[src/design/fnvh_pkg.sv]
`timescale 1ns / 1ps

package fnvh_pkg;

    // FNV-1a 64-bit offset basis
    localparam logic [63:0] HASH_BASIS = 64'hCBF29CE484222325;

    // Depth of the queue between front and back
    localparam int QUEUE_DEPTH = 2;

    // Item kinds
    localparam logic [1:0] KIND_RAW   = 2'd0;
    localparam logic [1:0] KIND_FLOAT = 2'd1;
    localparam logic [1:0] KIND_BOOL  = 2'd2;

    // Single precision fields
    localparam logic [7:0]  FLOAT_EXP_ONES = 8'hFF;
    localparam logic [31:0] FLOAT_NEG_ZERO = 32'h80000000;

    // Classified word handed from front to back
    typedef struct packed {
        logic [63:0] word;     // word to absorb, already canonicalised
        logic        first;    // restart from basis, clear error
        logic        absorb;   // run the eight byte rounds
        logic        set_err;  // non-finite float seen
    } cmd_t;

    // One FNV-1a byte round: xor the byte in, multiply by the prime.
    // Prime is 2^40 + 0x1B3, so the product is a short sum of shifts.
    function automatic logic [63:0] fnvh_round(input logic [63:0] h, input logic [7:0] b);
        logic [63:0] x;
        x = h ^ {56'd0, b};
        return x + (x << 1) + (x << 4) + (x << 5) + (x << 7) + (x << 8) + (x << 40);
    endfunction

endpackage

[src/design/fnvh_item_if.sv]
`timescale 1ns / 1ps

interface fnvh_item_if;
    logic        valid;
    logic        ready;
    logic [1:0]  func;
    logic [63:0] value;
    logic        first;

    modport source (output valid, output func, output value, output first, input ready);
    modport sink   (input valid, input func, input value, input first, output ready);
endinterface

[src/design/fnvh_result_if.sv]
`timescale 1ns / 1ps

interface fnvh_result_if;
    logic        valid;
    logic        ready;
    logic [63:0] digest;
    logic        error;

    modport source (output valid, output digest, output error, input ready);
    modport sink   (input valid, input digest, input error, output ready);
endinterface

[src/design/fnvh_front.sv]
`timescale 1ns / 1ps

module fnvh_front
(
    fnvh_item_if.sink       item,
    input  logic            q_ready,
    output logic            q_push,
    output fnvh_pkg::cmd_t  q_cmd
);

    logic [31:0] fbits;
    logic        fnonfinite;

    assign fbits      = item.value[31:0];
    assign fnonfinite = (fbits[30:23] == fnvh_pkg::FLOAT_EXP_ONES);

    // handshake: take a word whenever the queue has room
    assign item.ready = q_ready;
    assign q_push     = item.valid && q_ready;

    // classify the word
    always_comb
    begin
        q_cmd.word    = item.value;
        q_cmd.first   = item.first;
        q_cmd.absorb  = 1'b0;
        q_cmd.set_err = 1'b0;
        case (item.func)
            fnvh_pkg::KIND_RAW:
            begin
                q_cmd.absorb = 1'b1;
            end
            fnvh_pkg::KIND_FLOAT:
            begin
                // negative zero folds to zero; upper half ignored
                q_cmd.word    = (fbits == fnvh_pkg::FLOAT_NEG_ZERO) ? 64'd0 : {32'd0, fbits};
                q_cmd.absorb  = !fnonfinite;
                q_cmd.set_err = fnonfinite;
            end
            fnvh_pkg::KIND_BOOL:
            begin
                q_cmd.word   = {63'd0, (item.value != 64'd0)};
                q_cmd.absorb = 1'b1;
            end
            default:
            begin
                // unused kind: report state only
                q_cmd.absorb = 1'b0;
            end
        endcase
    end

endmodule

[src/design/fnvh_queue.sv]
`timescale 1ns / 1ps

module fnvh_queue
#(
    parameter int DEPTH = fnvh_pkg::QUEUE_DEPTH   // 2 or more
)
(
    input  logic            clk,
    input  logic            rst_n,
    input  logic            push,
    input  fnvh_pkg::cmd_t  push_cmd,
    output logic            push_ready,
    input  logic            pop,
    output logic            pop_valid,
    output fnvh_pkg::cmd_t  pop_cmd
);

    localparam int PTR_W = $clog2(DEPTH);
    localparam int CNT_W = $clog2(DEPTH + 1);

    fnvh_pkg::cmd_t   slot_reg [DEPTH];
    logic [PTR_W-1:0] wr_ptr_reg, wr_ptr_next;
    logic [PTR_W-1:0] rd_ptr_reg, rd_ptr_next;
    logic [CNT_W-1:0] count_reg, count_next;
    logic             do_push, do_pop;

    assign push_ready = (count_reg != CNT_W'(DEPTH));
    assign pop_valid  = (count_reg != '0);
    assign pop_cmd    = slot_reg[rd_ptr_reg];
    assign do_push    = push && push_ready;
    assign do_pop     = pop && pop_valid;

    // pointer and fill count update
    always_comb
    begin
        wr_ptr_next = wr_ptr_reg;
        rd_ptr_next = rd_ptr_reg;
        count_next  = count_reg;
        if (do_push)
        begin
            wr_ptr_next = (wr_ptr_reg == PTR_W'(DEPTH - 1)) ? '0 : wr_ptr_reg + 1'b1;
        end
        if (do_pop)
        begin
            rd_ptr_next = (rd_ptr_reg == PTR_W'(DEPTH - 1)) ? '0 : rd_ptr_reg + 1'b1;
        end
        if (do_push && !do_pop)
        begin
            count_next = count_reg + 1'b1;
        end
        else if (do_pop && !do_push)
        begin
            count_next = count_reg - 1'b1;
        end
    end

    always_ff @(posedge clk or negedge rst_n)
    begin
        if (!rst_n)
        begin
            wr_ptr_reg <= '0;
            rd_ptr_reg <= '0;
            count_reg  <= '0;
        end
        else
        begin
            wr_ptr_reg <= wr_ptr_next;
            rd_ptr_reg <= rd_ptr_next;
            count_reg  <= count_next;
        end
    end

    // storage, no reset
    always_ff @(posedge clk)
    begin
        if (do_push)
        begin
            slot_reg[wr_ptr_reg] <= push_cmd;
        end
    end

    // checks
    a_count_range: assert property (@(posedge clk) disable iff (!rst_n)
        count_reg <= CNT_W'(DEPTH))
        else $error("queue fill count out of range");

    a_ptr_gap: assert property (@(posedge clk) disable iff (!rst_n)
        (count_reg == '0 || count_reg == CNT_W'(DEPTH)) |-> (wr_ptr_reg == rd_ptr_reg))
        else $error("queue pointers disagree with fill count");

endmodule

[src/design/fnvh_core.sv]
`timescale 1ns / 1ps

module fnvh_core
(
    input  logic            clk,
    input  logic            rst_n,
    input  logic            q_valid,
    input  fnvh_pkg::cmd_t  q_cmd,
    output logic            q_pop,
    fnvh_result_if.source   result
);

    typedef enum logic {S_IDLE, S_RUN} state_t;

    state_t      state_reg, state_next;
    logic [63:0] hash_reg, hash_next;
    logic        err_reg, err_next;
    logic [55:0] work_reg, work_next;
    logic [2:0]  cnt_reg, cnt_next;
    logic        ovalid_reg, ovalid_next;
    logic [63:0] odigest_reg, odigest_next;
    logic        oerr_reg, oerr_next;

    logic        out_free;
    logic [63:0] base_hash;
    logic        base_err;
    logic [63:0] round_val;

    assign out_free      = !ovalid_reg || result.ready;
    assign result.valid  = ovalid_reg;
    assign result.digest = odigest_reg;
    assign result.error  = oerr_reg;

    assign base_hash = q_cmd.first ? fnvh_pkg::HASH_BASIS : hash_reg;
    assign base_err  = q_cmd.first ? 1'b0 : err_reg;

    // one round per cycle, the last waiting on a free result register; byte 0 is done as the word is taken
    assign round_val = (state_reg == S_IDLE) ? fnvh_pkg::fnvh_round(base_hash, q_cmd.word[7:0])
                                             : fnvh_pkg::fnvh_round(hash_reg, work_reg[7:0]);

    // sequencer
    always_comb
    begin
        state_next   = state_reg;
        hash_next    = hash_reg;
        err_next     = err_reg;
        work_next    = work_reg;
        cnt_next     = cnt_reg;
        ovalid_next  = ovalid_reg && !result.ready;
        odigest_next = odigest_reg;
        oerr_next    = oerr_reg;
        q_pop        = 1'b0;
        case (state_reg)
            S_IDLE:
            begin
                if (q_valid && out_free)
                begin
                    q_pop    = 1'b1;
                    err_next = base_err || q_cmd.set_err;
                    if (q_cmd.absorb)
                    begin
                        hash_next  = round_val;
                        work_next  = q_cmd.word[63:8];
                        cnt_next   = 3'd1;
                        state_next = S_RUN;
                    end
                    else
                    begin
                        // nothing to absorb: report at once
                        hash_next    = base_hash;
                        ovalid_next  = 1'b1;
                        odigest_next = base_hash;
                        oerr_next    = base_err || q_cmd.set_err;
                    end
                end
            end
            S_RUN:
            begin
                if (cnt_reg != 3'd7)
                begin
                    hash_next = round_val;
                    work_next = {8'd0, work_reg[55:8]};
                    cnt_next  = cnt_reg + 3'd1;
                end
                else if (out_free)
                begin
                    // last byte goes straight to the output register
                    hash_next    = round_val;
                    ovalid_next  = 1'b1;
                    odigest_next = round_val;
                    oerr_next    = err_reg;
                    state_next   = S_IDLE;
                end
            end
            default:
            begin
                state_next = S_IDLE;
            end
        endcase
    end

    always_ff @(posedge clk or negedge rst_n)
    begin
        if (!rst_n)
        begin
            state_reg   <= S_IDLE;
            hash_reg    <= fnvh_pkg::HASH_BASIS;
            err_reg     <= 1'b0;
            cnt_reg     <= 3'd0;
            ovalid_reg  <= 1'b0;
            work_reg    <= '0;
            odigest_reg <= '0;
            oerr_reg    <= 1'b0;
        end
        else
        begin
            state_reg   <= state_next;
            hash_reg    <= hash_next;
            err_reg     <= err_next;
            cnt_reg     <= cnt_next;
            ovalid_reg  <= ovalid_next;
            work_reg    <= work_next;
            odigest_reg <= odigest_next;
            oerr_reg    <= oerr_next;
        end
    end

    // checks
    a_run_count: assert property (@(posedge clk) disable iff (!rst_n)
        (state_reg == S_RUN) |-> (cnt_reg != 3'd0))
        else $error("round counter zero while running");

    a_pop_slot: assert property (@(posedge clk) disable iff (!rst_n)
        q_pop |-> (state_reg == S_IDLE && out_free))
        else $error("word taken with no room for its result");

    a_finish: assert property (@(posedge clk) disable iff (!rst_n)
        (state_reg == S_RUN && cnt_reg == 3'd7 && out_free)
            |=> (ovalid_reg && state_reg == S_IDLE && odigest_reg == hash_reg))
        else $error("finished word not presented");

    a_hold_digest: assert property (@(posedge clk) disable iff (!rst_n)
        (ovalid_reg && state_reg == S_IDLE && !q_valid) |=> (hash_reg == $past(hash_reg)))
        else $error("hash moved with no word taken");

endmodule

[src/design/fnv1a_word_hasher.sv]
`timescale 1ns / 1ps

// Running 64-bit FNV-1a digest over a stream of words. Each word on item is
// a raw 64-bit word (func 0), a single precision bit pattern (func 1, upper
// half ignored, negative zero taken as zero, infinity or NaN leaves the hash
// alone and sets the sticky error) or a boolean (func 2, absorbs 1 or 0);
// func 3 absorbs nothing. first restarts from the offset basis and clears
// error before the word is absorbed. Every word gives one result: the digest
// and error after it. Bytes go least significant first, one byte round per
// clock in a single xor-multiply unit, the last round waiting for a free
// result register; the back end takes no new word until every byte of an
// absorbed word is done. A QUEUE_DEPTH deep queue lets item accept words
// while the back end is busy or a result waits to be taken.
module fnv1a_word_hasher
#(
    parameter int QUEUE_DEPTH = fnvh_pkg::QUEUE_DEPTH   // 2 or more
)
(
    input  logic          clk,
    input  logic          rst_n,
    fnvh_item_if.sink     item,
    fnvh_result_if.source result
);

    logic           q_ready;
    logic           q_push;
    fnvh_pkg::cmd_t push_cmd;
    logic           q_valid;
    logic           q_pop;
    fnvh_pkg::cmd_t pop_cmd;

    // front: handshake and classification
    fnvh_front u_front
    (
        .item    (item),
        .q_ready (q_ready),
        .q_push  (q_push),
        .q_cmd   (push_cmd)
    );

    // decoupling queue
    fnvh_queue #(.DEPTH(QUEUE_DEPTH)) u_queue
    (
        .clk        (clk),
        .rst_n      (rst_n),
        .push       (q_push),
        .push_cmd   (push_cmd),
        .push_ready (q_ready),
        .pop        (q_pop),
        .pop_valid  (q_valid),
        .pop_cmd    (pop_cmd)
    );

    // back: byte rounds and result register
    fnvh_core u_core
    (
        .clk     (clk),
        .rst_n   (rst_n),
        .q_valid (q_valid),
        .q_cmd   (pop_cmd),
        .q_pop   (q_pop),
        .result  (result)
    );

endmodule

[src/flat_wrapper.sv]
// flat-port wrapper written by rule: the top's interface ports become plain ports
module fnv1a_word_hasher_flat 
#(
    parameter int QUEUE_DEPTH = fnvh_pkg::QUEUE_DEPTH               
)
  (clk, rst_n, item_valid, item_func, item_value, item_first, item_ready, result_valid, result_digest, result_error, result_ready);
  fnvh_item_if item_i ();
  fnvh_result_if result_i ();
  input  logic clk;
  input  logic rst_n;
  input wire logic [$bits(item_i.valid)-1:0] item_valid;
  input wire logic [$bits(item_i.func)-1:0] item_func;
  input wire logic [$bits(item_i.value)-1:0] item_value;
  input wire logic [$bits(item_i.first)-1:0] item_first;
  output wire logic [$bits(item_i.ready)-1:0] item_ready;
  output wire logic [$bits(result_i.valid)-1:0] result_valid;
  output wire logic [$bits(result_i.digest)-1:0] result_digest;
  output wire logic [$bits(result_i.error)-1:0] result_error;
  input wire logic [$bits(result_i.ready)-1:0] result_ready;
  assign item_i.valid = item_valid;
  assign item_i.func = item_func;
  assign item_i.value = item_value;
  assign item_i.first = item_first;
  assign item_ready = item_i.ready;
  assign result_valid = result_i.valid;
  assign result_digest = result_i.digest;
  assign result_error = result_i.error;
  assign result_i.ready = result_ready;
  fnv1a_word_hasher #(.QUEUE_DEPTH(QUEUE_DEPTH)) u_core (.clk(clk), .rst_n(rst_n), .item(item_i), .result(result_i));
endmodule
[config.mk]
export PLATFORM = sky130hd
export DESIGN_NAME = fnv1a_word_hasher_flat
export DESIGN_NICKNAME = d
export VERILOG_FILES = /design/src/design/fnvh_pkg.sv /design/src/design/fnvh_item_if.sv /design/src/design/fnvh_result_if.sv /design/src/design/fnvh_front.sv /design/src/design/fnvh_queue.sv /design/src/design/fnvh_core.sv /design/src/design/fnv1a_word_hasher.sv /design/src/flat_wrapper.sv
export SDC_FILE = /design/constraint.sdc
export NUM_CORES = 2
export LEC_CHECK = 0
export BUFFER_PORTS_ARGS = -buffer_cell sky130_fd_sc_hd__buf_2
export CORE_ASPECT_RATIO = 1.1
export CORE_UTILIZATION = 40
export CTS_CLUSTER_SIZE = 24
export DETAILED_ROUTE_END_ITERATION = 6
export SLEW_MARGIN = 20
export SYNTH_ARGS = -nofsm -noshare
export SYNTH_HDL_FRONTEND = slang
export SYNTH_HIERARCHICAL = 1
export SYNTH_SLANG_ARGS = --single-unit
[constraint.sdc]
create_clock -name clk -period 22.2 [get_ports clk]
set_input_delay 2.22 -clock clk [delete_from_list [all_inputs] [get_ports clk]]
set_output_delay 2.22 -clock clk [all_outputs]
set_load 0.005 [all_outputs]
* Word level (Yosys, flattened, before mapping) *
Memories as Yosys holds them, arrays and structs flattened.
Cells that the tools add are included.

cells by class
  add/sub/neg operators = 17
  multipliers = 0
  div/mod/pow operators = 0
  magnitude comparators = 0
  equal/unequal tests = 13
  shifts and indexed selects = 0
  mux-type cells = 47
  bitwise logic cells = 3
  reduce and logical (&&, ||, !) cells = 23

operators by type and width
  kind                                                             number
  64-bit adder                                                     12
  64-bit 2-to-1 mux                                                9
  64-bit case mux with 2 select lines                              3
  56-bit 2-to-1 mux                                                3
  64-bit by 8-bit bitwise XOR with 64-bit output                   2
  56-bit case mux with 2 select lines                              1
  64-bit nonzero test                                              1
  32-bit equality test, second input constant                      1
  32-bit 2-to-1 mux                                                1
  1-bit 2-to-1 mux                                                 20
  3-bit 2-to-1 mux                                                 3
  8-bit equality test, second input constant                       1
  2-bit by 1-bit != test with 1-bit output, second input constant  4
  1-bit case mux with 2 select lines                               4
  1-bit logical AND                                                7
  2-bit != test, second input constant                             3
  3-bit case mux with 2 select lines                               1
  1-bit zero test                                                  5
  2-bit 2-to-1 mux                                                 2
  2-bit AND reduction                                              2
  4-bit AND reduction                                              1
  2-bit nonzero test                                               2
  3-bit by 1-bit adder with 3-bit output, second input constant    1
  3-bit by 1-bit != test with 1-bit output, second input constant  1
  11 further kinds                                                 13

word-level totals
  register bits after elaboration = 195
  bits in latches = 0
  bits in writable memories = 134
  ROM bits = 0
  output and inout port bits = 67
  word-level logic and storage cells = 115
  memories = 1

memories
  name                     words  bits a word  read ports  clocked after memory_dff  write ports  line              RTL
  u_core.u_queue.slot_reg  2      67           1           0                         1            fnvh_queue.sv:21  fnvh_pkg::cmd_t slot_reg [DEPTH];

* Logic depth before layout (Yosys ltp) *
An unclocked memory read counts as a cell.

  depth after elaboration = 13
  gate-level depth with buffers = 29

* Cells and area by module *
The synthesis kept the hierarchy.

modules (own cells, without submodules)
  module      times used  cells an instance  area each (µm²)  sequential area each (µm²)
  fnvh_core   1           3,566              30,654.4         4,814.6
  fnvh_queue  1           227                5,119.9          4,124.0
  fnvh_front  1           113                729.4            0.0

* Least setup slack after synthesis *
No wires, ideal clock.

  path type = reg-to-reg
  from = reg u_core.u_queue.rd_ptr_reg
  to = reg u_core.u_core.hash_reg[61]
  data arrival time = 6,865 ps
  required time = 22,089 ps
  path slack = 15,224 ps
  stages on the path, launching flop included = 28
  path buffers = 5
  path through = dfrtp_1 -> buf_6 -> buf_2 -> mux2_2 -> inv_1 -> clkbuf_1 -> clkbuf_1 -> nand2_1 -> xnor2_1 -> inv_1 -> fa_1 -> inv_1 -> fa_1 -> fa_1 -> ha_1 -> ha_1 -> buf_6 -> a2111o_1 -> a31oi_2 -> nor4_2 -> o21ai_1 -> nand2_1 -> a21oi_2 -> o31ai_1 -> a2111oi_2 -> o31ai_1 -> mux2i_1 -> a2111oi_2

RTL lines
  what                    line              RTL
  start, declared         fnvh_queue.sv:23  logic [PTR_W-1:0] rd_ptr_reg, rd_ptr_next;
  start signal, assigned  fnvh_queue.sv:68  rd_ptr_reg <= rd_ptr_next;
  end signal, assigned    fnvh_core.sv:107  hash_reg <= fnvh_pkg::HASH_BASIS;
  end signal, assigned    fnvh_core.sv:118  hash_reg <= hash_next;
  end, declared           fnvh_core.sv:16   logic [63:0] hash_reg, hash_next;

==> impl_summary.md <==
Synthesis
The part of the Yosys area used for sequential elements is 0.245. The number of synthesized flops with an enable pin is 134. The post-synth design cell area is 36500 um^2. The async set-or-reset flop fraction in the synthesized netlist is 0.593. The post-synthesis compound-gate area fraction was 0.143. Synthesis produced 3906 cells. The post-synthesis net count is 4660. The basic-gate share of the synthesized area counting and, or, nand and nor cells is 0.103. The dominant combinational cell family by area after synthesis is adder cells. The post-synthesis mux area share is 0.0393. Counting flops and latches in the post-synthesis netlist gives 329. Of the total synthesized cell area, the portion taken by XOR and XNOR cells is 0.0549. Averaged over all synthesized cells, the footprint is 9.35 um^2. The number of distinct library cells after synthesis is 92. Of the total synthesized cell area, the portion taken by full adders, half adders and majority gates is 0.324. During synthesis, Yosys emitted a total of 6 warnings.

In the synthesized netlist the dominant register cell turns out to be dfrtp_1.

Clock network
The number of buffers between clock root and the deepest sink is 3. The clock tree from TritonCTS is yes. The root cell of the clock tree is clkbuf_16. The number of gates resized after CTS was 0. The clock buffer count from CTS is 42.

The insertion delay of the later-clocked pin in the worst-skew pair is 0.60 ns. Counting every sink on the clock net gives 329. In this run the number of H-tree levels came out at 2.

The count of hold buffers inserted by post-cts repair is 0. After clock tree synthesis, the clock-pin slew on the worst setup and hold paths is 0.06 ns. Post-CTS timing repair inserted 0 buffers for setup.

STA
For this run, the top clock speed supported by timing is 0.125 GHz. The final total negative setup slack is 0 ns. The normalized max-slew margin is 0.224.

The count of final max-slew check failures is 0. The actual slew at the worst max-slew pin is 1.15 ns. The number of endpoints with negative hold slack in the final report is 0. Setup violations remaining at the end of the flow were counted as 0. Setup repair after global routing left no endpoint under its margin. The minimum clock period is 8.02 ns. The clock skew after layout is 0.0399 ns. The final critical-path share of the clock period is 0.361.

Routing
Detailed routing inserted a total of 27600 vias. The routed length per instance is 21.5 um. The vias per cell is 5.36.

The first detailed-routing pass took 6 iterations. Once detail routing completed, the nets flagged for antenna violations numbered 0. After the first detailed-routing iteration, the DRC count stood at 1702. For this run, design rule violations remaining after detail routing come to 0. For this block, the routed nets add up to 111 mm of wire.

Critical path
Traced cell by cell, the critical path runs through mux2_2 > inv_2 > buf_4 > nand2_1 > xor2_1 > inv_1 > fa_1 > fa_1 > fa_1 > ha_1 > ha_1 > a2111o_1 > a31oi_2 > nor4_2 > o21ai_1 > nand2_1 > a21oi_2 > o31ai_1 > a2111oi_2 > o31ai_1 > mux2i_1 > a2111oi_2. STA classifies the critical path startpoint as a flop. By startpoint and endpoint, the worst setup path is classified as reg -> reg. The critical path data required time is 22.70 ns. The worst flop-to-flop path startpoint is u_core/u_queue/rd_ptr_reg. The cell with the most instances on the worst path is fa_1.

The maximum cell stage delay along the critical path is 0.77 ns. The maximum fanout along the worst path is 57. The library cell contributing the largest single delay on the critical path is dfrtp_4. In this run the register-to-register setup slack is 14.18 ns. The capture point of the worst reg-to-reg path is u_core/u_core/hash_reg[61].

Data arrives at the worst endpoint at 8.51 ns. For the worst flop-to-flop path, the logic depth is 22. The element type at the critical path end is a flop.

Global routing
For this run, the total global-route usage over all layers was measured as 0.244. The residual overflow from global routing is 0. The number of antenna violations at the first check in global routing is 0. The global-route wire length before repair is 173 mm.

Entering global routing, the biggest net connects 98 pins. The number of global-route vias before repair is 28700.

Floorplan
The region available for standard cell placement spans 89900 um^2. During I/O placement, the number of pins put on the boundary was 138. The height of the die is 319 um. The floorplan has 115 rows. The starting density of the core is 0.406.

The die covers 92500 um^2. The die is 290 um wide.

Worst hold path
The startpoint of the most critical hold path is u_core/u_core/result.digest[8]. The worst hold path passes through 2 cells. The endpoint of the worst hold path is u_core/u_core/result.digest[8].

In this run the worst hold path is classified as reg -> reg.

Finish
The area growth from synthesis to layout is 8.75%. Leaving out fill and tap cells, the most frequent cell in the layout is inv_1. The proportion of layout cells with a drive suffix above 1 is 0.0979. The register with the most flip-flops in the layout has 134 of them. For this run, the post-layout net count is 4692.

In the layout the commonest cells are 676 x inv_1, 430 x fa_1, 334 x nand2_1, 253 x o21ai_0, 253 x ha_1. After filler insertion, the fill cell instance count of the layout stands at 8805.

Status
The run finished with clean final reports.

Placed design
The congestion estimate from routability-driven global placement came to 0.959. The number of buffers inserted by port buffering is 137. The wire-length estimate of the detail-placed layout is 88.6 mm.

Run
The number of max-capacitance violations reported is 0.
## how the worst max path moves through the flow
stage / to / start / cells past startpoint
final: u_core/u_core/hash_reg[61] / u_core/u_queue/rd_ptr_reg / 22
after CTS: u_core/u_core/hash_reg[61] / u_core/u_queue/rd_ptr_reg / 22
after global placement: u_core/u_core/hash_reg[61] / u_core/u_queue/rd_ptr_reg / 22
after global routing: u_core/u_core/hash_reg[61] / u_core/u_queue/rd_ptr_reg / 26
after floorplan: u_core/u_core/hash_reg[61] / u_core/u_queue/rd_ptr_reg / 27
after detailed placement: u_core/u_core/hash_reg[61] / u_core/u_queue/rd_ptr_reg / 22
## layer usage
| metal | GRT usage | share of wire | up-vias |
|---|---|---|---|
| met3 | 0.0345 | 0.049 | 181 |
| met2 | 0.413 | 0.48 | 741 |
| li1 | - | - | 12900 |
| met4 | 0.107 | 0.049 | 0 |
| met5 | 0 | 0 | - |
| met1 | 0.310 | 0.42 | 13800 |
## synth_stat cells (6+ instances only)
master / count / area share
nand3_1: 39 / 0.0053
a221oi_1: 7 / 0.0017
a21o_1: 100 / 0.021
or3_1: 7 / 0.0012
buf_6: 6 / 0.0019
nor2b_1: 78 / 0.013
dfstp_2: 28 / 0.020
ha_1: 253 / 0.087
mux2_2: 51 / 0.016
mux2i_1: 56 / 0.015
nor2_1: 229 / 0.024
o21bai_1: 16 / 0.0033
nor4_1: 18 / 0.0031
buf_1: 16 / 0.0016
fa_1: 430 / 0.24
o21ai_0: 253 / 0.035
dfrtp_1: 167 / 0.11
and3_1: 15 / 0.0026
clkbuf_1: 139 / 0.014
nand2_1: 335 / 0.034
xnor2_1: 151 / 0.036
and2_1: 16 / 0.0027
xor2_1: 78 / 0.019
inv_1: 677 / 0.070
maj3_1: 6 / 0.0016
o21a_1: 19 / 0.0039
a21oi_1: 236 / 0.032
a31oi_1: 27 / 0.0046
a211oi_1: 28 / 0.0058
nand4_1: 36 / 0.0062
mux2_4: 20 / 0.0082
edfxtp_1: 134 / 0.11
buf_2: 18 / 0.0025
nand2b_1: 15 / 0.0026
o22ai_1: 21 / 0.0036
o21ai_1: 9 / 0.0012
o211ai_1: 29 / 0.0060
or2_2: 7 / 0.0012
o31ai_1: 12 / 0.0025
a22o_1: 12 / 0.0029
nor3_1: 23 / 0.0032
## final cells by class
cell class | instances | area [um^2] | area share
Antenna cell | 2 | 5.00 | 0.000126
Clock buffer | 56 | 1170 | 0.0296
Clock inverter | 22 | 290 | 0.00731
Inverter | 679 | 2550 | 0.0642
Multi-Input combinational cell | 2715 | 24300 | 0.613
Sequential cell | 329 | 8950 | 0.225
Tap cell | 1170 | 1460 | 0.0369
Timing Repair Buffer | 171 | 951 | 0.0240
## cells by family (layout without fill, tap and decap cells)
logic type | count (synthesis) | after routing
AOI/OAI and AO/OA | 838 | 838
xor gates and xnor gates | 229 | 229
muxes | 127 | 127
other | 0 | 2
adders and majority gates | 689 | 689
and+or+nand+nor | 832 | 832
DFF | 329 | 329
buffers and inverters | 862 | 928
## metrics by stage
stage                     utilization  hold slack (ns)  instances  area [um^2]  setup WS, ns
after floorplan                     -            0.443       3906        36500         15.22
after global placement          0.425            0.449       5064        38200         14.34
after detailed placement        0.425            0.456       5064        38200         14.15
after CTS                       0.441            0.468       5142        39700         14.10
after global routing            0.441            0.491       5142        39700         13.63
final                           0.441            0.459       5144        39700         14.18
## critical path: cells and delay by family, from the launching register on
family | cells | cell delay, ns
buffers and inverters | 3 | 1.22
multiplexers | 2 | 0.58
AO/OA/AOI/OAI | 8 | 2.22
flip-flops | 1 | 0.77
adder cells (fa/ha/maj) | 5 | 2.15
AND/OR/NAND/NOR | 3 | 0.49
XOR/XNOR | 1 | 0.45
Power is left out: the tool's default activity adds up to more than one toggle a clock period on the data nets, which glitch-free logic cannot reach.
